[src/rtl/clc_pkg.sv]
// ----------------------------------------------------------------------------
// clc_pkg
// Shared widths and sideband type for the circle contact pipeline.
// ----------------------------------------------------------------------------
package clc_pkg;

  // displacement after pre-shift, magnitude, radius sum
  localparam int D_W    = 25;
  localparam int R_W    = 24;
  localparam int L_W    = 50;
  localparam int RAD_W  = 64;
  localparam int ROOT_W = 32;
  localparam int REM_W  = 34;
  localparam int DREM_W = 33;
  localparam int SQRT_GUARD = 7;

  // fields that ride along with each beat
  typedef struct packed {
    logic           hit;
    logic           neg_x;
    logic           neg_y;
    logic [D_W-1:0] ux;
    logic [D_W-1:0] uy;
    logic [R_W-1:0] r;
  } side_t;

endpackage

[src/rtl/clc_front.sv]
// ----------------------------------------------------------------------------
// clc_front
// Displacement, squares and overlap test: three register stages.
// ----------------------------------------------------------------------------
module clc_front #(
  parameter int COORD_BITS = 24
) (
  input  logic                      clk,
  input  logic                      rst,
  input  logic                      en,
  input  logic                      in_valid,
  input  logic [COORD_BITS-1:0]     ax,
  input  logic [COORD_BITS-1:0]     ay,
  input  logic [COORD_BITS-2:0]     ar,
  input  logic [COORD_BITS-1:0]     bx,
  input  logic [COORD_BITS-1:0]     by,
  input  logic [COORD_BITS-2:0]     br,
  output logic                      out_valid,
  output clc_pkg::side_t            out_side,
  output logic [clc_pkg::RAD_W-1:0] out_rad
);
  import clc_pkg::*;

  localparam int PRE_SHIFT = (COORD_BITS > 24) ? COORD_BITS - 24 : 0;

  logic signed [32:0] dx_full, dy_full, dx_sh, dy_sh;
  logic [32:0]        rsum;
  logic [D_W-1:0]     dx_t, dy_t;

  logic               v1, v2, v3;
  side_t              side1, side2, side3;
  side_t              side1_next;
  side_t              side3_next;
  logic [2*D_W-1:0]   sq_x, sq_y;
  logic [2*R_W-1:0]   sq_r;
  logic [RAD_W-1:0]   rad;
  logic [L_W-1:0]     l_sum;

  // form displacement, pre-shift, magnitude and radius sum
  always_comb begin
    dx_full = 33'(signed'(bx)) - 33'(signed'(ax));
    dy_full = 33'(signed'(by)) - 33'(signed'(ay));
    dx_sh   = dx_full >>> PRE_SHIFT;
    dy_sh   = dy_full >>> PRE_SHIFT;
    dx_t    = dx_sh[D_W-1:0];
    dy_t    = dy_sh[D_W-1:0];
    rsum    = (33'(ar) + 33'(br)) >> PRE_SHIFT;
    side1_next.hit   = 1'b0;
    side1_next.neg_x = dx_t[D_W-1];
    side1_next.neg_y = dy_t[D_W-1];
    side1_next.ux    = dx_t[D_W-1] ? (~dx_t + 1'b1) : dx_t;
    side1_next.uy    = dy_t[D_W-1] ? (~dy_t + 1'b1) : dy_t;
    side1_next.r     = rsum[R_W-1:0];
  end

  assign l_sum = L_W'(sq_x) + L_W'(sq_y);

  // attach the overlap decision to the sideband
  always_comb begin
    side3_next     = side2;
    side3_next.hit = (l_sum < L_W'(sq_r));
  end

  // hold valid bits
  always_ff @(posedge clk) begin
    if (rst) begin
      v1 <= 1'b0;
      v2 <= 1'b0;
      v3 <= 1'b0;
    end else if (en) begin
      v1 <= in_valid;
      v2 <= v1;
      v3 <= v2;
    end
  end

  // advance payload: diff, squares, compare
  always_ff @(posedge clk) begin
    if (en) begin
      side1 <= side1_next;
      side2 <= side1;
      sq_x  <= side1.ux * side1.ux;
      sq_y  <= side1.uy * side1.uy;
      sq_r  <= side1.r * side1.r;
      side3 <= side3_next;
      rad   <= RAD_W'(l_sum) << (2 * SQRT_GUARD);
    end
  end

  assign out_valid = v3;
  assign out_side  = side3;
  assign out_rad   = rad;

endmodule

[config.mk]
export PLATFORM = sky130hd
export DESIGN_NAME = clc_front
export DESIGN_NICKNAME = d
export VERILOG_FILES = /design/src/rtl/clc_pkg.sv /design/src/rtl/clc_front.sv
export SDC_FILE = /design/constraint.sdc
export NUM_CORES = 2
export LEC_CHECK = 0
export ABC_AREA = 1
export BUFFER_PORTS_ARGS = -buffer_cell sky130_fd_sc_hd__buf_4
export CORE_ASPECT_RATIO = 1.1
export CORE_MARGIN = 4
export CORE_UTILIZATION = 57
export CTS_CLUSTER_SIZE = 10
export DETAILED_ROUTE_END_ITERATION = 12
export GPL_ROUTABILITY_DRIVEN = 1
export HOLD_SLACK_MARGIN = 0.05
export PLACE_DENSITY = 0.74
export SETUP_SLACK_MARGIN = 0.5
export SYNTH_ARGS = -nofsm -noshare
export SYNTH_HDL_FRONTEND = slang
export SYNTH_SLANG_ARGS = --single-unit
[constraint.sdc]
create_clock -name clk -period 19.7 [get_ports clk]
set_input_delay 3.94 -clock clk [delete_from_list [all_inputs] [get_ports clk]]
set_output_delay 3.94 -clock clk [all_outputs]
set_load 0.01 [all_outputs]
==> run summary <==
Max incr delay on CP: 1280 ps
Most frequent CP cell: fa_1
WL final: 189,000 um
Worst skew pair latency: 680 ps
Post-synthesis sequential area ratio: 0.166
Number of stages on the worst hold path: 0
GRT Util Overall: 0.280
Placeable Area: 133,000 um^2
Largest net degree at the start of global routing: 184
Slew margin rel.: 0.0673
Fillers: 11,290
RSZ-0062 raised after global routing: false
Crit share post-route: 0.386
Nets: 11,399
Status: complete, no violations
Vias in the first global route: 62,291
Mapped Avg Cell Area: 8.53 um^2
1st-iter DRT viols: 3,860
Max_cap viols: 0
Post-synth ARST share: 0
Initial Util: 0.577
PortBufs: 273
CP Data Arrival Time: 8000 ps
Yosys warnings: 0
Worst-margin pin slew: 1400 ps
Hold Buf Count CTS: 0
Die Footprint: 140,000 um^2
Share of cells above drive strength 1: 0.0523
Critical Path Stages: 23
Cells after Synth: 8,985
FF+latch count, synth: 424
Commonest non-fill, non-tap cell in the layout: inv_1
CP Data Required Time: 20,090 ps
DR vias: 57,369
Drt via density: 5.22
Die width: 358 um
Finish-stage setup viols: 0
First-pass GRT wire length: 314,000 um
CTS tree: yes
Clock buffer depth: 3
Hold crit path type: reg -> reg
Slowest CP cell: edfxtp_1
# clock sinks: 424
Routed Antenna Nets: 0
Distinct cells, synth: 54
Area growth syn-to-layout: 7.36%
FP Rows: 140
Total CTS buffers: 54
Crit Path Max Fanout: 27
Clk_skew: 43.4 ps
Pre-Repair DR Iteration Count: 5
Critical path type: reg -> reg
Post-cts sizing count: 0
WL/cell: 17.2 um
Leading cell types in the layout, fill and taps excluded: inv_1 (2,804), nand2_1 (1,726), fa_1 (1,357)
Gpl congestion: 0.958
Post-synth EDFFs: 421
CP Cell Sequence: nand2_1, fa_1, inv_1, fa_1, fa_1, inv_1, fa_1, inv_1, fa_1, fa_1, inv_1, fa_1, inv_1, ha_1, nand2_1, nor2_1, inv_1, nor2_1, and3_1, a21oi_1, o21ai_0, a21oi_1, xnor2_1
Initial antenna violation count: 6
Root buf cell: clkbuf_16
Post-CTS Setup Inserts: 0
Area of the mapped netlist: 76,700 um^2
Depth of the CTS H-tree: 2
IO Pins: 288
Die Y: 393 um
CP Launch Type: flop
Tmin final: 7610 ps
FMAX: 131 MHz
Hold Slack: 413 ps
Crit path buf inv count: 6
CP top delay family: adder cells
Worst Setup End Kind: flop
Detailed placement HPWL: 157,000 um
Setup tns final: 0 ps
Main synth FF type: edfxtp_1
Clock transition at the registers of the reported paths: 60 ps
GRT overflow: 0
Worst R2R Path Depth: 23
DRC Markers: 0
Max-slew violation count: 0
Final hold vios: 0
-- sequential cells by signal, indices dropped and copies added (netlist names) --
name       flops
v1             1
sq_r          46
side2         76
sq_y          48
side1         76
out_side      77
out_valid      1
v2             1
out_rad       50
sq_x          48
-- per-stage QoR --
step / area [um^2] / util / setup slack, ps / instances
after floorplan: 76700 / - / 13190 / 8998
after global placement: 80600 / 0.606 / 12290 / 10898
after detailed placement: 80600 / 0.606 / 12200 / 10898
after CTS: 82300 / 0.619 / 12140 / 10979
after global routing: 82300 / 0.619 / 11700 / 10979
final: 82300 / 0.619 / 12090 / 10981
-- logic make-up after synthesis --
kind of cell / after synthesis / share of synthesized area
other cells: 1 / 0.0000489
simple gates: 2500 / 0.132
buf+inv: 3024 / 0.149
fa+ha+maj: 2074 / 0.471
compound gates: 692 / 0.0510
flops: 424 / 0.166
xor+xnor: 270 / 0.0308
-- final timing paths --
| path | start | to | slack (ps) |
|---|---|---|---|
| setup reg to reg | side1[66] | sq_x[38] | 12090 |
| hold reg to reg | side2[21] | out_side[21] | 410 |
| hold / removal | side2[21] | out_side[21] | 410 |
| setup / recovery | side1[66] | sq_x[38] | 12090 |
-- Yosys cell counts (all sizes together) (3+ instances only) --
master,count,share of area
nor4,15,0.0012
buf,18,0.0018
ha,717,0.12
clkbuf,189,0.0093
nand3,175,0.012
nand3b,13,0.0013
o21a,17,0.0017
o21bai,27,0.0026
o211ai,10,0.00098
dfxtp,3,0.00078
nor2,429,0.022
or2,5,0.00041
nor3,41,0.0031
edfxtp,421,0.16
fa,1357,0.35
a31oi,44,0.0036
and3,5,0.00041
a21o,30,0.0029
nand2,1748,0.086
xnor2,90,0.010
o2111ai,5,0.00057
o21ai,180,0.012
inv,2816,0.14
a21oi,340,0.022
a21boi,17,0.0017
nand4,67,0.0055
a211oi,8,0.00078
xor2,180,0.021
-- final cells by class --
class | count | area (um^2) | area share
Inverter | 2817 | 10600 | 0.128
Tap cell | 1775 | 2220 | 0.0270
Multi-Input combinational cell | 5550 | 52600 | 0.639
Antenna cell | 2 | 5.00 | 0.0000608
Clock inverter | 19 | 309 | 0.00376
Clock buffer | 62 | 1390 | 0.0169
Timing Repair Buffer | 332 | 2510 | 0.0305
Sequential cell | 424 | 12700 | 0.154
-- per-layer routing --
layer | track usage | vias up | part of all wire
met1 | 0.361 | 28169 | 0.40
met5 | 0 | - | 0
met3 | 0.0380 | 474 | 0.066
met4 | 0.0951 | 0 | 0.036
li1 | - | 26838 | -
met2 | 0.488 | 1888 | 0.50
Power is not shown: default switching activity piles up to over one toggle a cycle in this logic, so the estimate is an artifact.
