`config.mk`:
```
export PLATFORM = sky130hd
export DESIGN_NAME = clc_sqrt_stage
export DESIGN_NICKNAME = d
export VERILOG_FILES = /design/src/rtl/clc_pkg.sv /design/src/rtl/clc_sqrt_stage.sv
export SDC_FILE = /design/constraint.sdc
export NUM_CORES = 1
export LEC_CHECK = 0
export ABC_AREA = 1
export ABC_CLOCK_PERIOD_IN_PS = 1750
export BUFFER_PORTS_ARGS = -buffer_cell sky130_fd_sc_hd__clkbuf_2
export CAP_MARGIN = 30
export CORE_MARGIN = 8
export CORE_UTILIZATION = 43
export CTS_CLUSTER_SIZE = 12
export DETAILED_ROUTE_END_ITERATION = 8
export PLACE_DENSITY_LB_ADDON = 0.08
export RECOVER_POWER = 100
export SYNTH_ARGS = -nofsm -noshare
export SYNTH_HDL_FRONTEND = slang
export SYNTH_SLANG_ARGS = --single-unit
```
`constraint.sdc`:
```
create_clock -name clk -period 1.75 [get_ports clk]
set_input_delay 0.2625 -clock clk [delete_from_list [all_inputs] [get_ports clk]]
set_output_delay 0.2625 -clock clk [all_outputs]
set_load 0.02 [all_outputs]
```
`src/rtl/clc_pkg.sv`:
```
// ----------------------------------------------------------------------------
// clc_pkg
// Shared widths and sideband type for the circle contact pipeline.
// ----------------------------------------------------------------------------
package clc_pkg;

  // displacement after pre-shift, magnitude, radius sum
  localparam int D_W    = 25;
  localparam int R_W    = 24;
  localparam int L_W    = 50;
  localparam int RAD_W  = 64;
  localparam int ROOT_W = 32;
  localparam int REM_W  = 34;
  localparam int DREM_W = 33;
  localparam int SQRT_GUARD = 7;

  // fields that ride along with each beat
  typedef struct packed {
    logic           hit;
    logic           neg_x;
    logic           neg_y;
    logic [D_W-1:0] ux;
    logic [D_W-1:0] uy;
    logic [R_W-1:0] r;
  } side_t;

endpackage

```
`src/rtl/clc_sqrt_stage.sv`:
```
// ----------------------------------------------------------------------------
// clc_sqrt_stage
// One registered step of the digit-by-digit integer square root.
// ----------------------------------------------------------------------------
module clc_sqrt_stage (
  input  logic                       clk,
  input  logic                       rst,
  input  logic                       en,
  input  logic                       in_valid,
  input  clc_pkg::side_t             in_side,
  input  logic [clc_pkg::RAD_W-1:0]  in_rad,
  input  logic [clc_pkg::REM_W-1:0]  in_rem,
  input  logic [clc_pkg::ROOT_W-1:0] in_root,
  output logic                       out_valid,
  output clc_pkg::side_t             out_side,
  output logic [clc_pkg::RAD_W-1:0]  out_rad,
  output logic [clc_pkg::REM_W-1:0]  out_rem,
  output logic [clc_pkg::ROOT_W-1:0] out_root
);
  import clc_pkg::*;

  logic [REM_W+1:0] cat;
  logic [REM_W+1:0] trial;
  logic             take;

  // bring down two radicand bits and try the next root bit
  always_comb begin
    cat   = {in_rem, in_rad[RAD_W-1 -: 2]};
    trial = (REM_W+2)'({in_root, 2'b01});
    take  = (cat >= trial);
  end

  always_ff @(posedge clk) begin
    if (rst) begin
      out_valid <= 1'b0;
    end else if (en) begin
      out_valid <= in_valid;
    end
  end

  always_ff @(posedge clk) begin
    if (en) begin
      out_side <= in_side;
      out_rad  <= in_rad << 2;
      out_rem  <= take ? REM_W'(cat - trial) : REM_W'(cat);
      out_root <= {in_root[ROOT_W-2:0], take};
    end
  end

endmodule

```
==> out/metrics.yaml, run 1 <==
global_route:
  antenna_violations_before_repair: 2
  grt_pass1_vias: 9030
  grt.overflow.total: 0
  grt_start_max_net_pins: 44
  groute.usage.overall_pct: 25.3
  grt_first_pass_wirelength_um: 51900
yosys:
  syn-instance-count: 855
  post_synth_num_cell_types: 27
  synthesis.area_um2: 9270
  yosys.area.top_type: "edfxtp_1"
  synth_area_per_cell_um2: 10.8
  post_synth_main_area_contributors: "edfxtp_1 66%, nand2_1 11%, inv_1 5.6%"
  ffs_w_async_s_r_synth_pct: 0
  post_synthesis_register_bit_count: 206
  synthTopCellsByCount: "283 x nand2_1, 205 x edfxtp_1, 139 x inv_1"
  yosys.cell_count.top_type: "nand2_1"
  synth.top_cell.area_share_pct: 66.4
  synth.yosys.seq_area_share_pct: 66.7
  synth-edff-count: 205
  yosys_warnings: 0
  synth_flop_cell: "edfxtp_1"
timing:
  number_of_max_slew_violations_in_the_final_report: 0
  grt_setup_unrepaired: "no"
  fin_hold_ws_ps: 17.9
  final.min_clock_period_ps: 1640
  final_hold_viol_count: 0
  finClkSkew_ps: 0
  finalSetupViolations: 0
  max-slew-margin-rel_pct: 40.2
  achievable-frequency_ghz: 0.610
  worst_slack_ps: 110
  tightestPinTransition_ps: 897
  timing.final.crit_share_pct: 93.7
  timing.setup.tns_ps: 0
clocking:
  cts_inserted_buffers: 23
  cts.reportedPaths.clkPinSlew_ps: 50
  clock_sinks: 206
  clock_insertion_delay_worst_skew_ps: 480
  clk_path_buf_depth: 3
  tritoncts_clock_tree: "done"
  htreeDepth: 1
  clk_root_buffer_cell: "clkbuf_16"
critical_path:
  critical_path_end_type: "flip-flop"
  worst_setup_path_class: "in2reg"
  critical_path_arrival_ps: 1870
  timing.critical_path.cells: "clkbuf_2, inv_8, ha_4, nand2_4, nor2_4, nand2_2, nor2_2, nand2_1, a21oi_2, nor2_4, nand2_8, inv_12, nand2_1, nand2_1"
  largest_incremental_delay_on_the_critical_path_ps: 290
  crit_path_top_delay_cell: "ha_4"
  worstSetupStartpointType: "input pin"
  critical_path_most_common_cell: "nand2_1"
  worst-endpoint-required_ps: 1980
  worstPathMaxFanout: 33
hold_path:
  hold_class: "in2reg"
drt:
  ant_nets: 0
  route.met2.wl_um: 18300
  drc_errors: 0
  dr.pass1.iters: 4
  wl_met1_um: 13200
  routed_wire_length_per_instance_um: 18.9
  totalWireLength_um: 35300
  met3RoutedLength_um: 2590
  via_density: 4.71
  top_layer_used: "met4"
  initialDrtViolationCount: 579
  route.vias.total: 8792
outcome:
  status: "finished, final reports clean"
layout:
  drive_above_1_share_pct: 27.3
  fin_area_um2: 15200
  layout_nets: 1821
  area_delta_synth_final_pct: 64.0
  final_core_utilization_pct: 72.1
placement:
  gp_congestion: 0.903
  dpl-instance-area_um2: 13200
  buffers_on_ports: 416
  post_detailed_placement_half_perimeter_wirelength_um: 26200
  pre_cts_ws_ps: -478
die:
  die_x_um: 163
  fp.dieH_um: 163
  io-pin-count: 419
  fp-row-count: 53
  die_area_um2: 26500
  core_area_um2: 21100
  initial_core_utilization_pct: 43.9
run:
  drv_cap: 0
power_and_ir_drop:
  ir_worst_vdd_uv: 672
  cellPowerDensity_nw_per_um2: 903
  static-leakage-power_nw: 6.78
-- cells by family (layout without fill, tap and decap cells) --
kind of cell,count (synthesis),in the layout,synth area share (%)
AND/OR/NAND/NOR,405,405,18.0
other,1,4,0.0405
XOR/XNOR,18,18,1.70
flip-flops,206,206,66.7
buffers and inverters,148,880,6.47
adder cells (fa/ha/maj),34,34,4.59
multiplexers,1,1,0.108
AO/OA/AOI/OAI,42,42,2.46
-- stage by stage --
step	instances	power, mW
final	1865	13.7
after global routing	1865	14.3
after CTS	1859	13.9
after detailed placement	1662	9.26
after global placement	1662	9.21
after floorplan	856	7.78
-- state kept, by name, summed over array words and instances, names as in the netlist --
name,flops
out_rad,62
out_root,32
out_valid,1
out_side,77
out_rem,34
-- layout make-up --
class,count,area (um2)
Clock buffer,27,591
Inverter,140,588
Sequential cell,206,6180
Fill cell,1669,5890
Tap cell,275,344
Multi-Input combinational cell,502,3010
Antenna cell,2,5.00
Timing Repair Buffer,703,4410
Clock inverter,10,73.8
-- per-layer routing --
layer  vias up  global-route usage [%]
met1      4107                    28.1
met5         -                       0
met2       374                    46.0
li1       4243                       -
met3        68                    5.49
met4         0                    10.1
-- report_power, final --
| group | internal [mW] | total [mW] | switching [mW] |
|---|---|---|---|
| registers | 5.97 | 6.10 | 0.138 |
| logic | 1.32 | 3.29 | 1.96 |
| clock network | 2.53 | 4.33 | 1.80 |
-- final timing paths --
path	startpoint	endpoint	slack (ps)	depth (start not counted)
setup reg to reg	out_valid	out_valid	1170	2
hold reg to reg	out_valid	out_valid	510	2
setup / recovery	in_root[18]	out_rem[15]	110	14
hold / removal	in_root[14]	out_root[15]	20	1
-- what timing repair did --
item                       in CTS  in global routing
resized for setup               0                 17
hold buffers                  160                  1
setup buffers                   0                  1
hold endpoints to repair      160                  1
setup endpoints to repair       0                 34
-- critical path, delay by kind of cell --
kind                       cells  cell delay [ps]
AOI/OAI and AO/OA              1              170
buffers and inverters          3              280
and+or+nand+nor                9              850
adders and majority gates      1              290
-- layout by cell type (no fill, tap or decap), drive strengths merged --
cell type,count
conb,2
nand3,40
a21oi,26
dfxtp,1
ha,34
and2,2
nor3,3
mux2i,1
nor2,60
o21bai,4
xnor2,3
nand2,289
diode,2
buf,120
edfxtp,205
clkbuf,449
xor2,15
inv,140
dlygate4sd3,161
nor4,1
bufinv,1
clkinv,8
nand3b,4
o21ai,12
clkinvlp,1
nand4,6
Power figures use the tool's default switching activity.
==> run 2, diff against run 1 <==
--- a/config.mk
+++ b/config.mk
@@ -10,7 +10,7 @@
 export BUFFER_PORTS_ARGS = -buffer_cell sky130_fd_sc_hd__clkbuf_2
 export CAP_MARGIN = 30
 export CORE_MARGIN = 8
-export CORE_UTILIZATION = 43
+export CORE_UTILIZATION = 34
 export CTS_CLUSTER_SIZE = 12
 export DETAILED_ROUTE_END_ITERATION = 8
 export PLACE_DENSITY_LB_ADDON = 0.08
==> run 2 against run 1 <==
- final area rose by 1.8%
- non-clock buffer count up 15
- die area grew 24%
- power is 4.4% higher
- final cell count rose by 4.6%
- largest power group unchanged
- largest cell class unchanged
- combinational power about the same
- clock skew is the same
- sequential share of layout area decreased by 0.70 points
- clock power is 14% higher
- count of clock-buffer cells in the layout rose by 1
- worst hold slack better by 13 ps
- wire length hardly changed
==> out/metrics.yaml, run 2 (synthesis gave the netlist of run 1 again) <==
outcome:
  status: "finished, final reports clean"
layout:
  layout.cells.most_common: "nand2_1"
  largest_reg_flops: 77  # unchanged
  drive_above_1_share_pct: 28.2  # +0.84 points
  layout_nets: 1837  # +0.88%
  largest_register: "out_side"
  reg.largest.list: "out_side: 77 flops, out_rad: 62 flops, out_rem: 34 flops"
  layout.cells.non_filler: 1950  # +4.6%
  fin_area_um2: 15500  # +1.8%
  most-common-layout-cells: "268 x nand2_1, 228 x clkbuf_1, 205 x edfxtp_1"
  area_delta_synth_final_pct: 66.9
placement:
  dpl-instance-area_um2: 13400  # +1.5%
  post_detailed_placement_half_perimeter_wirelength_um: 27400  # +4.8%
  gp_congestion: 0.908  # +0.52%
  pre_cts_ws_ps: -518  # -39.8 ps
  buffers_on_ports: 416  # unchanged
  dp_cells: 1743  # +4.9%
die:
  fp.dieH_um: 181  # +11%
  io-pin-count: 419  # unchanged
  fp-row-count: 60  # +13%
  core_area_um2: 26900  # +27%
  die_x_um: 181  # +11%
  die_area_um2: 32800  # +24%
  initial_core_utilization_pct: 34.5  # -9.5 points
clocking:
  postCtsSetupRepairBufs: 0  # unchanged
  clock_insertion_delay_worst_skew_ps: 510  # +30 ps
  cts_inserted_buffers: 24  # +4.3%
  clk_path_buf_depth: 3  # unchanged
  clk_root_buffer_cell: "clkbuf_16"
  tritoncts_clock_tree: "done"
  clock_sinks: 206  # unchanged
  cts.reportedPaths.clkPinSlew_ps: 50  # about the same
  htreeDepth: 1  # unchanged
critical_path:
  largest_incremental_delay_on_the_critical_path_ps: 270  # -20 ps
  critical_path_arrival_ps: 1900  # +30 ps
  worstPathMaxFanout: 18  # -45%
  cp_num_buf_inv: 4  # +1
  worstSetupStartpointType: "input pin"
  ff_to_ff_end: "out_valid"
  reg2reg_setup_slack_ps: 590  # -580 ps
  worst_setup_path_class: "in2reg"
  crit_path_top_delay_cell: "ha_4"
  critical_path.reg2reg.startpoint: "out_valid"
  worst-endpoint-required_ps: 2000  # +20 ps
  critical_path.top_delay_family: "simple AND/OR/NAND/NOR gates"
  timing.critical_path.cells: "clkbuf_4, inv_12, ha_4, nand2_4, nor2_4, nand3_1, nor2_1, nand2_1, a21oi_2, nor2_4, nand2_8, inv_6, buf_12, nand2_1, nand2_1"
  critical_path_most_common_cell: "nand2_1"
  reg2reg_depth: 3  # +1
  critical_path_end_type: "flip-flop"
power_and_ir_drop:
  cell_internal_pwr_mw: 10.3  # +5.1%
  combinational_share_of_power_pct: 22.9  # -1.1 points
  cellPowerDensity_nw_per_um2: 926  # +2.6%
  ir_worst_vdd_uv: 641  # -4.6%
  p_sw_share_pct: 28.0  # -0.48 points
  p_sw_mw: 4.01  # +2.6%
  total_power_mw: 14.3  # +4.4%
  sequential_power_share_pct: 42.6  # -1.9 points
  clock_power_share_pct: 34.5  # +2.9 points
  static-leakage-power_nw: 6.91  # +1.9%
drt:
  via_density: 4.39  # -6.8%
  ant_nets: 0  # unchanged
  dr.pass1.iters: 4  # unchanged
  routed_wire_length_per_instance_um: 18.1  # -4.4%
  route.vias.total: 8565  # -2.6%
  initialDrtViolationCount: 353  # -39%
  drc_errors: 0  # unchanged
  totalWireLength_um: 35300  # about the same
timing:
  worst_slack_ps: 95.8  # -14.5 ps
  finalSetupViolations: 0  # unchanged
  finClkSkew_ps: 0  # unchanged
  max-slew-margin-rel_pct: 35.1  # -5.1 points
  final.min_clock_period_ps: 1650  # +14.5 ps
  number_of_max_slew_violations_in_the_final_report: 0  # unchanged
  final_hold_viol_count: 0  # unchanged
  timing.final.crit_share_pct: 94.5  # +0.83 points
  achievable-frequency_ghz: 0.605  # -0.88%
  grt_setup_unrepaired: "no"
  tightestPinTransition_ps: 973  # +76.6 ps
  fin_hold_ws_ps: 30.6  # +12.6 ps
hold_path:
  holdCritStartpoint: "in_root[11]"
  timing.hold.worst_path_depth: 1  # unchanged
  hold_class: "in2reg"
  holdPathEnd: "out_root[12]"
global_route:
  grt.overflow.total: 0  # unchanged
  antenna_violations_before_repair: 2  # unchanged
  grt_pass1_vias: 8885  # -1.6%
  groute.usage.overall_pct: 20.7  # -4.6 points
  grt_start_max_net_pins: 39  # -11%
  grt_first_pass_wirelength_um: 52700  # +1.6%
run:
  drv_cap: 0  # unchanged
==> run 2: metrics by stage <==
step	TNS, ps	util [%]
after floorplan	-1560	-
after global placement	-14390	49.8
after detailed placement	-15700	49.8
after CTS	0	58.8
after global routing	0	57.5
final	0	57.5
==> run 2: metal layers <==
| layer | global-route usage, % | up-vias | routed length, um |
|---|---|---|---|
| met3 | 4.25 | 69 | 2120 |
| met2 | 38.0 | 284 | 18100 |
| met1 | 23.1 | 3942 | 13800 |
| li1 | - | 4268 | - |
| met5 | 0 | - | 13 |
| met4 | 8.10 | 2 | 1340 |
==> run 2: layout make-up <==
type,instances,area (um2)
Sequential cell,206,6180
Multi-Input combinational cell,502,3010
Timing Repair Buffer,718,4490
Antenna cell,1,2.50
Tap cell,341,427
Inverter,140,581
Fill cell,2446,11400
Clock buffer,28,637
Clock inverter,14,143
==> run 2: repair_timing <==
action / CTS / global route
resized for setup: 0 / 14
hold buffers: 164 / 0
setup endpoints to repair: 0 / 34
endpoints found under the hold margin: 163 / 0
==> run 2: worst reg2reg max path, stage by stage, from the launching register on <==
cell and delay [ps]:
dfxtp_1 310, mux2i_1 120, nor2_1 60, dlygate4sd3_1 560
==> run 2: power by group through the flow <==
| stage | Clock, mW | Combinational [mW] | Sequential, mW |
|---|---|---|---|
| 2_1_floorplan | 0 | 0.999 | 6.78 |
| 3_3_place_gp | 0 | 3.10 | 6.19 |
| 3_5_place_dp | 0 | 3.12 | 6.20 |
| 4_1_cts | 5.10 | 3.44 | 6.10 |
| 5_1_grt | 5.29 | 3.55 | 6.14 |
| 6_report | 4.95 | 3.28 | 6.10 |
==> run 2: worst max path at each step <==
stage | depth (start not counted) | startpoint | to
floorplan | 14 | in_root[6] | out_rem[25]
global placement | 15 | in_root[11] | out_rem[31]
detailed placement | 15 | in_root[11] | out_rem[31]
CTS | 15 | in_root[11] | out_rem[31]
global route | 16 | in_root[13] | out_rem[1]
finish | 15 | in_root[6] | out_rem[26]
