## src/rtl/clc_pkg.sv

```systemverilog
// ----------------------------------------------------------------------------
// clc_pkg
// Shared widths and sideband type for the circle contact pipeline.
// ----------------------------------------------------------------------------
package clc_pkg;

  // displacement after pre-shift, magnitude, radius sum
  localparam int D_W    = 25;
  localparam int R_W    = 24;
  localparam int L_W    = 50;
  localparam int RAD_W  = 64;
  localparam int ROOT_W = 32;
  localparam int REM_W  = 34;
  localparam int DREM_W = 33;
  localparam int SQRT_GUARD = 7;

  // fields that ride along with each beat
  typedef struct packed {
    logic           hit;
    logic           neg_x;
    logic           neg_y;
    logic [D_W-1:0] ux;
    logic [D_W-1:0] uy;
    logic [R_W-1:0] r;
  } side_t;

endpackage

```

## src/rtl/clc_div_stage.sv

```systemverilog
// ----------------------------------------------------------------------------
// clc_div_stage
// One registered restoring-division step for both normal components.
// ----------------------------------------------------------------------------
module clc_div_stage #(
  parameter int QW = 16
) (
  input  logic                       clk,
  input  logic                       rst,
  input  logic                       en,
  input  logic                       in_valid,
  input  clc_pkg::side_t             in_side,
  input  logic [clc_pkg::ROOT_W-1:0] in_s,
  input  logic [clc_pkg::DREM_W-1:0] in_rem_x,
  input  logic [clc_pkg::DREM_W-1:0] in_rem_y,
  input  logic [QW-1:0]              in_qx,
  input  logic [QW-1:0]              in_qy,
  output logic                       out_valid,
  output clc_pkg::side_t             out_side,
  output logic [clc_pkg::ROOT_W-1:0] out_s,
  output logic [clc_pkg::DREM_W-1:0] out_rem_x,
  output logic [clc_pkg::DREM_W-1:0] out_rem_y,
  output logic [QW-1:0]              out_qx,
  output logic [QW-1:0]              out_qy
);
  import clc_pkg::*;

  logic [DREM_W:0] tx, ty, sd;
  logic            bx, by;

  // shift in a zero bit and subtract the divisor where it fits
  always_comb begin
    tx = {in_rem_x, 1'b0};
    ty = {in_rem_y, 1'b0};
    sd = (DREM_W+1)'(in_s);
    bx = (tx >= sd);
    by = (ty >= sd);
  end

  always_ff @(posedge clk) begin
    if (rst) begin
      out_valid <= 1'b0;
    end else if (en) begin
      out_valid <= in_valid;
    end
  end

  always_ff @(posedge clk) begin
    if (en) begin
      out_side  <= in_side;
      out_s     <= in_s;
      out_rem_x <= bx ? DREM_W'(tx - sd) : DREM_W'(tx);
      out_rem_y <= by ? DREM_W'(ty - sd) : DREM_W'(ty);
      out_qx    <= {in_qx[QW-2:0], bx};
      out_qy    <= {in_qy[QW-2:0], by};
    end
  end

endmodule

```

## config.mk

```make
export PLATFORM = sky130hd
export DESIGN_NAME = clc_div_stage
export DESIGN_NICKNAME = d
export VERILOG_FILES = /design/src/rtl/clc_pkg.sv /design/src/rtl/clc_div_stage.sv
export SDC_FILE = /design/constraint.sdc
export NUM_CORES = 1
export LEC_CHECK = 0
export BUFFER_PORTS_ARGS = -buffer_cell sky130_fd_sc_hd__clkbuf_2
export CORE_AREA = 4 4 163 165
export DETAILED_ROUTE_END_ITERATION = 7
export DIE_AREA = 0 0 167 169
export PLACE_DENSITY = 0.77
export SLEW_MARGIN = 0
export SYNTH_ARGS = -nofsm -noshare
export SYNTH_HDL_FRONTEND = slang
export SYNTH_SLANG_ARGS = --single-unit
```

## constraint.sdc

```tcl
create_clock -name clk -period 10 [get_ports clk]
set_input_delay 2.5 -clock clk [delete_from_list [all_inputs] [get_ports clk]]
set_output_delay 2.5 -clock clk [all_outputs]
set_load 0.01 [all_outputs]
```

==> flow_summary.json, run 1 <==
{
  "run_status": "finished clean",
  "clock_skew_ns": 0,
  "grt.met2_usage": 0.3989,
  "grt.busiest_layer": "met2",
  "cp.required_ns": 10.25,
  "gp_congestion": 0.9057,
  "tightest_slew_ns": 1.137,
  "num_vias": 8518,
  "synth_adder_area_share": 0.07993,
  "row_count": 58,
  "clock.fmax_mhz": 172.5,
  "track_usage": 0.2229,
  "relSlewSlack": 0.2417,
  "use_met3": 0.05325,
  "io_buffer_count": 416,
  "placedInstanceArea_um2": 12860,
  "synth_compound_area_frac": 0.1464,
  "syn_avg_cell_area_um2": 12.30,
  "final_cell_mix": "clkbuf_2, edfxtp_1, a21oi_1",
  "hold_violations": 0,
  "clk_latency_ns": 0.52,
  "htreeDepth": 1,
  "crit_arrival_ns": 6.05,
  "cp_slowest_stage_delay_ns": 0.67,
  "synth_area_um2": 10520,
  "numCtsBuffers": 23,
  "synth-xor-area-share": 0.04246,
  "synth-edff-count": 207,
  "path_max_fanout": 51,
  "leakagePower_nw": 6.107,
  "r2r_slack_ns": 9.34,
  "syn-num-nets": 1132,
  "slowest_stage": "o21ai_0",
  "finalSetupViolCount": 0,
  "cp_common_cell": "o21ai_0",
  "grt_pass1_wl_um": 49060,
  "start_util": 0.4201,
  "yosys_warnings": 0,
  "cts_sinks": 208,
  "path_buf_inv": 2,
  "firstDrtPassIters": 5,
  "core_area_um2": 25040,
  "final_common_cell": "clkbuf_2",
  "die_area_um2": 28220,
  "gr-total-overflow": 0,
  "path_cells": "clkbuf_2, fa_1, nand2b_1, a21oi_1, o21ai_0, o21ai_0, a211oi_1, nor2_1, a21o_1, buf_4, mux2_2",
  "path_delay_family": "compound AO/OA/AOI/OAI gates",
  "drc_errors": 0,
  "finalCritPeriodShare": 0.5799,
  "nets": 1543,
  "hold_path_class": "flop to flop",
  "whs_ns": 0.5729,
  "viasPerCell": 5.278,
  "antenna_left": 0,
  "period_needed_ns": 5.799,
  "cts_root_buf": "clkbuf_16",
  "rsz0062_at_grt": "no",
  "tns_ns": 0,
  "syn2layout_area_growth_pct": 29.87,
  "grt_antenna_before_repair": 2,
  "die_width_um": 167,
  "cts_tree": "done",
  "synth_top_family_by_area": "compound AO/OA/AOI/OAI gates",
  "crit_path_end_kind": "flop",
  "postCtsHoldBufs": 0,
  "yosys.area_share.simple": 0.08564,
  "dp_hpwl_um": 26380,
  "power_density_nw_per_um2": 183.5,
  "grt_max_degree": 122,
  "drv_slew": 0,
  "crit_path_start_kind": "input pin",
  "cts_resized": 0,
  "io-pin-count": 419,
  "clk_path_buf_depth": 3,
  "synth_cell_types": 73,
  "die_y_um": 169,
  "synth_seq_cells": 208,
  "design_area_um2": 13660,
  "synth_ff_type": "edfxtp_1",
  "ys_seq_area_frac": 0.5928,
  "routed_wl_um": 33310,
  "async_flop_share": 0,
  "synthCells": 855,
  "grt.met1_usage": 0.2610,
  "first_global_vias": 8378,
  "synthMuxAreaShare": 0.01796,
  "irDropWorstVdd_mv": 0.1330,
  "cts_setup_buffers": 0,
  "maxCapViolCount": 0,
  "fill_cells": 2122,
  "drtIter0Drc": 784,
  "clk_pin_slew_ns": 0.06,
  "wl_per_cell_um": 20.64,
  "crit_type": "input pin to flop",
  "drive_gt1_frac": 0.3783
}
## cell families after synthesis
kind of cell    after synthesis
xor+xnor                     51
fa+ha+maj                    66
mux                          17
flops                       208
compound gates              242
simple gates                192
buf+inv                      79
## Yosys cell counts, types with 3 or more instances
master    instances  share of area
a211oi_1          6         0.0043
a21o_1           30          0.021
a21oi_1          85          0.040
a22o_1            3         0.0025
a31oi_1           4         0.0024
and2_1            3         0.0018
and3_1            8         0.0048
buf_2            11         0.0052
buf_6             3         0.0032
clkbuf_1         13         0.0046
edfxtp_1        207           0.59
ha_1             64          0.076
inv_1            46          0.016
mux2_2           15          0.016
nand2_1          65          0.023
nand2b_1         10         0.0059
nand3_1          16         0.0076
nand4_1           8         0.0048
nor2_1           51          0.018
nor2b_1           9         0.0054
nor3_1            9         0.0043
o211ai_1          4         0.0029
o21a_1            7         0.0050
o21ai_0          55          0.026
o21bai_1          6         0.0043
o22ai_1           3         0.0018
o31ai_1           6         0.0043
xnor2_1          33          0.027
xor2_1           18          0.015
## cell type report
type	instances	area [µm²]	share of cell area
Multi-Input combinational cell	568	3925	0.2873
Antenna cell	2	5.005	0.0003664
Timing Repair Buffer	419	2115	0.1548
Inverter	46	172.7	0.01264
Tap cell	330	412.9	0.03023
Clock inverter	14	203.9	0.01493
Clock buffer	27	590.6	0.04323
Sequential cell	208	6236	0.4565
## metal layers
layer  part of all wire  vias to the layer above
li1                   -                     4033
met1               0.37                     3994
met2               0.51                      409
met3              0.083                       78
met4              0.041                        4
met5            0.00063                        -
## final timing paths
kind,end,cells past startpoint,from
setup / recovery,out_rem_x[10],11,in_s[0]
setup reg to reg,out_valid,2,out_valid
hold reg to reg,out_valid,2,out_valid
hold / removal,out_valid,2,out_valid
## power by group
| group | leakage (nW) | internal (W) | switching, W |
|---|---|---|---|
| clock | 0.382 | 0.000552 | 0.000345 |
| sequential | 2.03 | 0.00107 | 0.0000272 |
| combinational | 3.69 | 0.000210 | 0.000299 |
## stage by stage
step | instances | utilization | power, W | setup WS, ns
2_1_floorplan | 855 | - | 0.001403 | 5.041
3_3_place_gp | 1571 | 0.5137 | 0.001614 | 3.733
3_5_place_dp | 1571 | 0.5137 | 0.001626 | 3.727
4_1_cts | 1612 | 0.5454 | 0.002528 | 4.240
5_1_grt | 1612 | 0.5454 | 0.002620 | 3.913
6_report | 1614 | 0.5456 | 0.002506 | 4.201
## tightest hold or removal path, stage by stage, from the launching register on
cell,delay [ns]
dfxtp_1,0.32
mux2i_1,0.08
nor2_1,0.12
## state kept, by name, indices dropped and copies added, names as in the netlist
name,count
out_qx,16
out_qy,16
out_rem_x,33
out_rem_y,33
out_s,32
out_side,77
out_valid,1
Power figures use the tool's default switching activity.
==> inputs of run 2 (changes only) <==
--- a/config.mk
+++ b/config.mk
@@ -6,10 +6,10 @@
 export NUM_CORES = 1
 export LEC_CHECK = 0
 export BUFFER_PORTS_ARGS = -buffer_cell sky130_fd_sc_hd__clkbuf_2
-export CORE_AREA = 4 4 163 165
+export CORE_MARGIN = 4
+export CORE_UTILIZATION = 44
 export DETAILED_ROUTE_END_ITERATION = 7
-export DIE_AREA = 0 0 167 169
-export PLACE_DENSITY = 0.77
+export PLACE_DENSITY = 0.82
 export SLEW_MARGIN = 0
 export SYNTH_ARGS = -nofsm -noshare
 export SYNTH_HDL_FRONTEND = slang
==> constraint.sdc (replaced) <==
create_clock -name clk -period 4.69 [get_ports clk]
set_input_delay 1.1725 -clock clk [delete_from_list [all_inputs] [get_ports clk]]
set_output_delay 1.1725 -clock clk [all_outputs]
set_load 0.01 [all_outputs]
==> run 2 against run 1 <==
Net effect:
- power increased by 110%
- flip-flop and latch count unchanged
- critical path depth increased by 1
- sequential share of layout area decreased by 0.19 points
- register-to-register slack got worse by 5.3 ns
- critical endpoint is now out_rem_x[4]
==> flow_summary.json, run 2 (synthesis gave the netlist of run 1 again) <==
{
  "antenna_left": 0,
  "drtIter0Drc": 751,
  "row_count": 56,
  "relSlewSlack": 0.4520,
  "leakagePower_nw": 6.161,
  "grt_pass1_wl_um": 48530,
  "clock.fmax_mhz": 262.0,
  "viasPerCell": 5.243,
  "syn2layout_area_growth_pct": 30.40,
  "die_width_um": 162.6,
  "cts_resized": 0,
  "cp.required_ns": 4.95,
  "period_needed_ns": 3.817,
  "dp_hpwl_um": 26430,
  "num_vias": 8463,
  "design_area_um2": 13720,
  "io_buffer_count": 416,
  "crit_type": "input pin to flop",
  "firstDrtPassIters": 5,
  "clk_pin_slew_ns": 0.06,
  "io-pin-count": 419,
  "largest_registers": "out_side (77), out_rem_x (33), out_rem_y (33)",
  "grt_max_degree": 106,
  "die_y_um": 162.6,
  "clock_skew_ns": 0,
  "numCtsBuffers": 24,
  "crit_path_end_kind": "flop",
  "largest_reg_flops": 77,
  "cts_root_buf": "clkbuf_16",
  "clk_path_buf_depth": 3,
  "cts_tree": "done",
  "crit_arrival_ns": 4.08,
  "hold_path_class": "flop to flop",
  "placedInstanceArea_um2": 12940,
  "maxCapViolCount": 0,
  "die_area_um2": 26440,
  "r2r_slack_ns": 4.09,
  "start_util": 0.4481,
  "tns_ns": 0,
  "dp_slack_ns": 0.3473,
  "gr-total-overflow": 0,
  "htreeDepth": 1,
  "grt_antenna_before_repair": 7,
  "hold_violations": 0,
  "final_common_cell": "clkbuf_2",
  "first_global_vias": 8300,
  "run_status": "finished clean",
  "min_path_cells": 2,
  "track_usage": 0.2386,
  "clk_latency_ns": 0.52,
  "tightest_slew_ns": 0.8221,
  "utilization": 0.5844,
  "finalSetupViolCount": 0,
  "cts_sinks": 208,
  "reg2reg_depth": 2,
  "core_area_um2": 23470,
  "routed_wl_um": 33260,
  "rsz0062_at_grt": "no",
  "whs_ns": 0.5353,
  "gp_congestion": 0.8932,
  "irDropWorstVdd_mv": 0.2313,
  "fin_ws_ns": 0.8728,
  "postCtsHoldBufs": 0,
  "power_density_nw_per_um2": 383.7,
  "wl_per_cell_um": 20.61,
  "final_cell_mix": "clkbuf_2, edfxtp_1, a21oi_1",
  "nets": 1553,
  "drive_gt1_frac": 0.3862,
  "path_max_fanout": 44,
  "finalCritPeriodShare": 0.8139,
  "top_register": "out_side",
  "drv_slew": 0,
  "drc_errors": 0,
  "cts_setup_buffers": 0,
  "crit_path_start_kind": "input pin"
}
==> run 2: through the flow <==
stage | instances | total power (W)
after floorplan | 855 | 0.002991
after global placement | 1569 | 0.003457
after detailed placement | 1569 | 0.003476
after CTS | 1611 | 0.005312
after global routing | 1614 | 0.005520
final | 1614 | 0.005264
==> run 2: critical path: stages <==
cell and delay (ns):
clkbuf_2 0.09, inv_1 0.06, ha_1 0.43, nand4_2 0.18
or2_4 0.29, nor4b_1 0.56, buf_4 0.21, nand4_1 0.13
nand3_1 0.16, a21o_1 0.16, buf_12 0.23, mux2_2 0.37
==> run 2: worst paths after layout <==
kind / end / from
worst max-delay path: out_rem_x[4] / in_s[12]
worst min-delay path: out_valid / out_valid
worst max register to register: out_valid / out_valid
worst min register to register: out_valid / out_valid
==> run 2: layout make-up <==
type	count	area, µm²
Antenna cell	3	7.507
Fill cell	1920	9756
Sequential cell	208	6236
Clock inverter	14	112.6
Timing Repair Buffer	428	2207
Multi-Input combinational cell	568	3925
Tap cell	319	399.1
Inverter	46	172.7
Clock buffer	28	656.9
==> run 2: report_power, final <==
part           leakage, nW  switching [W]  internal [W]
sequential            2.03      0.0000565       0.00229
clock                0.380       0.000762       0.00106
combinational         3.75       0.000640      0.000457
==> run 2: metal layers <==
metal  vias to the layer above  share of wire  track usage
met4                         8          0.043      0.09836
met5                         -         0.0017            0
met1                      4001           0.38       0.2791
met3                        79          0.085      0.06707
li1                       4031              -            -
met2                       344           0.50       0.4144
==> inputs of run 3 (changes only) <==
--- a/config.mk
+++ b/config.mk
@@ -5,9 +5,10 @@
 export SDC_FILE = /design/constraint.sdc
 export NUM_CORES = 1
 export LEC_CHECK = 0
+export ABC_AREA = 1
 export BUFFER_PORTS_ARGS = -buffer_cell sky130_fd_sc_hd__clkbuf_2
 export CORE_MARGIN = 4
-export CORE_UTILIZATION = 44
+export CORE_UTILIZATION = 48
 export DETAILED_ROUTE_END_ITERATION = 7
 export PLACE_DENSITY = 0.82
 export SLEW_MARGIN = 0
==> constraint.sdc (replaced) <==
create_clock -name clk -period 3.9 [get_ports clk]
set_input_delay 0.975 -clock clk [delete_from_list [all_inputs] [get_ports clk]]
set_output_delay 0.975 -clock clk [all_outputs]
set_load 0.01 [all_outputs]
==> run 3 against run 2 <==
Net effect:
- utilization rose by 2.5 points
- non-clock buffer count fell by 2
- sequential share of layout area fell by 6.2 points
- via count rose by 42%
- critical path depth rose by 3
- clock-buffer cell count rose by 1
- highest routed layer unchanged
==> flow_summary.json, run 3 <==
{
  "drive_gt1_frac": 0.2441,
  "core_area_um2": 26060,
  "wl_per_cell_um": 18.74,
  "clk_latency_ns": 0.51,
  "synth_compound_area_frac": 0.01809,
  "clk_pin_slew_ns": 0.06,
  "crit_path_end_kind": "flop",
  "grt_pass1_wl_um": 64190,
  "synth_adder_area_share": 0.06606,
  "path_cells": "clkbuf_2, inv_1, ha_1, nand2_1, inv_1, nand2_1, nand2_1, inv_1, nand3_1, nand2_1, nand2_1, nand2_2, nand3_4, nand2_1, nand2_1",
  "rsz0062_at_grt": "no",
  "finalSetupViolCount": 0,
  "hold_violations": 0,
  "finalCritPeriodShare": 0.7229,
  "cts_resized": 0,
  "dp_hpwl_um": 36490,
  "synth.most_common_cell": "nand2_1",
  "finalPower_w": 0.006433,
  "hp-start": "out_valid",
  "use_met3": 0.06446,
  "cts_setup_buffers": 0,
  "ys_seq_area_frac": 0.4900,
  "tightest_slew_ns": 0.5919,
  "synth_ff_type": "edfxtp_1",
  "run_status": "finished clean",
  "clock.fmax_mhz": 354.7,
  "cts_tree": "done",
  "p_clk_frac": 0.319,
  "die_width_um": 170.8,
  "track_usage": 0.2853,
  "tns_ns": 0,
  "routed_wl_um": 44270,
  "final_common_cell": "nand2_1",
  "synth_largest_area_cell": "edfxtp_1",
  "viasPerCell": 5.072,
  "grt.met2_usage": 0.5017,
  "row_count": 59,
  "slowest_stage": "ha_1",
  "yosys_warnings": 0,
  "path_buf_inv": 4,
  "drv_slew": 0,
  "yosys-top-cells-count": "nand2_1, inv_1, edfxtp_1, nor2_1, nand4_1",
  "grt.busiest_layer": "met2",
  "async_flop_share": 0,
  "leakagePower_nw": 8.658,
  "start_util": 0.4884,
  "synth_top_family_by_area": "simple AND/OR/NAND/NOR gates",
  "path_max_fanout": 34,
  "power_density_nw_per_um2": 404.9,
  "antenna_left": 0,
  "gp_congestion": 0.9813,
  "grt.met1_usage": 0.3450,
  "r2r_start": "out_valid",
  "cp_slowest_stage_delay_ns": 0.37,
  "synth_cell_types": 36,
  "largest_reg_flops": 77,
  "netSwitchingPower_w": 0.001981,
  "path_delay_family": "simple AND/OR/NAND/NOR gates",
  "synthCells": 1588,
  "grt_antenna_before_repair": 3,
  "cts_sinks": 208,
  "post-synth-top-area-fraction": 0.4884,
  "io_buffer_count": 416,
  "synth-xor-area-share": 0.02064,
  "intPower_w": 0.004452,
  "synth_seq_cells": 208,
  "firstDrtPassIters": 6,
  "startpoint": "in_s[9]",
  "synth-edff-count": 207,
  "syn_avg_cell_area_um2": 8.015,
  "gr-total-overflow": 0,
  "synthTopCellsByArea": "edfxtp_1, nand2_1, inv_1, ha_1, nand4_1",
  "syn-num-nets": 1865,
  "final_cell_mix": "nand2_1, clkbuf_2, inv_1",
  "crit_arrival_ns": 3.08,
  "drtIter0Drc": 1065,
  "hold_path_class": "flop to flop",
  "num_vias": 11980,
  "die_y_um": 170.8,
  "largest_registers": "out_side (77), out_rem_x (33), out_rem_y (33)",
  "cp_common_cell": "nand2_1",
  "num_antenna_cells": 0,
  "numCtsBuffers": 23,
  "crit_type": "input pin to flop",
  "postCtsHoldBufs": 0,
  "cts_root_buf": "clkbuf_16",
  "p_seq_frac": 0.437,
  "die_area_um2": 29180,
  "crit_path_start_kind": "input pin",
  "first_global_vias": 11470,
  "clk_path_buf_depth": 3,
  "irDropWorstVdd_mv": 0.4498,
  "p_sw_frac": 0.3080,
  "top_register": "out_side",
  "syn2layout_area_growth_pct": 24.83,
  "maxCapViolCount": 0,
  "cp.required_ns": 4.16,
  "htreeDepth": 1,
  "nets": 2292,
  "io-pin-count": 419,
  "fill_cells": 2297,
  "synth_area_um2": 12730,
  "clock_skew_ns": 0,
  "combPwrFrac": 0.244,
  "period_needed_ns": 2.819,
  "grt_max_degree": 81,
  "drc_errors": 0,
  "relSlewSlack": 0.6054,
  "yosys.area_share.simple": 0.2998,
  "synthMuxAreaShare": 0.0007865
}
[run 3: cell count changes after synthesis, sizes merged, moves of 45 or more]
| cell | delta |
|---|---|
| a21oi | -50 |
| inv | +268 |
| nand2 | +576 |
| nand3 | +45 |
| nand4 | +63 |
| o21ai | -55 |
[run 3: layer usage]
layer / vias up / wire length (µm)
met2: 572 / 21340
met3: 102 / 4228
li1: 5882 / -
met5: - / 34
met1: 5422 / 16850
met4: 6 / 1817
[run 3: worst paths after layout]
check | to | slack [ns] | cells after the start
max reg2reg | out_valid | 3.28 | 2
max | out_rem_y[2] | 1.08 | 15
min | out_valid | 0.56 | 2
min reg2reg | out_valid | 0.56 | 2
[run 3: kinds of logic (layout without fill, tap and decap cells)]
kind of cell,Yosys count,after routing
AND/OR/NAND/NOR,900,900
XOR/XNOR,30,30
AO/OA/AOI/OAI,44,44
buffers and inverters,339,779
flip-flops,208,208
adder cells (fa/ha/maj),66,66
multiplexers,1,1
[run 3: worst register-to-register path, stage by stage, from the launching register on]
cell	delay, ns
dfxtp_1	0.32
mux2i_1	0.13
nor2_1	0.06
[run 3: layout make-up]
| class | count | area [µm²] | area share |
|---|---|---|---|
| Sequential cell | 208 | 6236 | 0.3925 |
| Clock buffer | 29 | 608.1 | 0.03827 |
| Timing Repair Buffer | 426 | 2203 | 0.1387 |
| Multi-Input combinational cell | 1041 | 5160 | 0.3248 |
| Clock inverter | 9 | 78.83 | 0.004961 |
| Inverter | 315 | 1182 | 0.07442 |
| Tap cell | 335 | 419.2 | 0.02638 |
[run 3: power groups by stage]
| stage | combinational [W] | sequential [W] | clock, W |
|---|---|---|---|
| 3_5_place_dp | 0.00155 | 0.00286 | 0 |
| 6_report | 0.00157 | 0.00281 | 0.00205 |
| 4_1_cts | 0.00156 | 0.00281 | 0.00209 |
| 3_3_place_gp | 0.00153 | 0.00285 | 0 |
| 5_1_grt | 0.00173 | 0.00283 | 0.00219 |
| 2_1_floorplan | 0.000748 | 0.00298 | 0 |
[run 3: stage by stage]
| step | utilization | std cells | instance area, µm² | hold slack (ns) | worst slack, ns |
|---|---|---|---|---|---|
| floorplan | - | 1588 | 12730 | 0.5279 | 1.238 |
| global placement | 0.5833 | 2325 | 15200 | 0.4803 | 0.5869 |
| detailed placement | 0.5833 | 2325 | 15200 | 0.5512 | 0.5767 |
| CTS | 0.6097 | 2363 | 15890 | 0.5620 | 1.106 |
| global route | 0.6097 | 2363 | 15890 | 0.6148 | 0.8934 |
| finish | 0.6097 | 2363 | 15890 | 0.5558 | 1.081 |
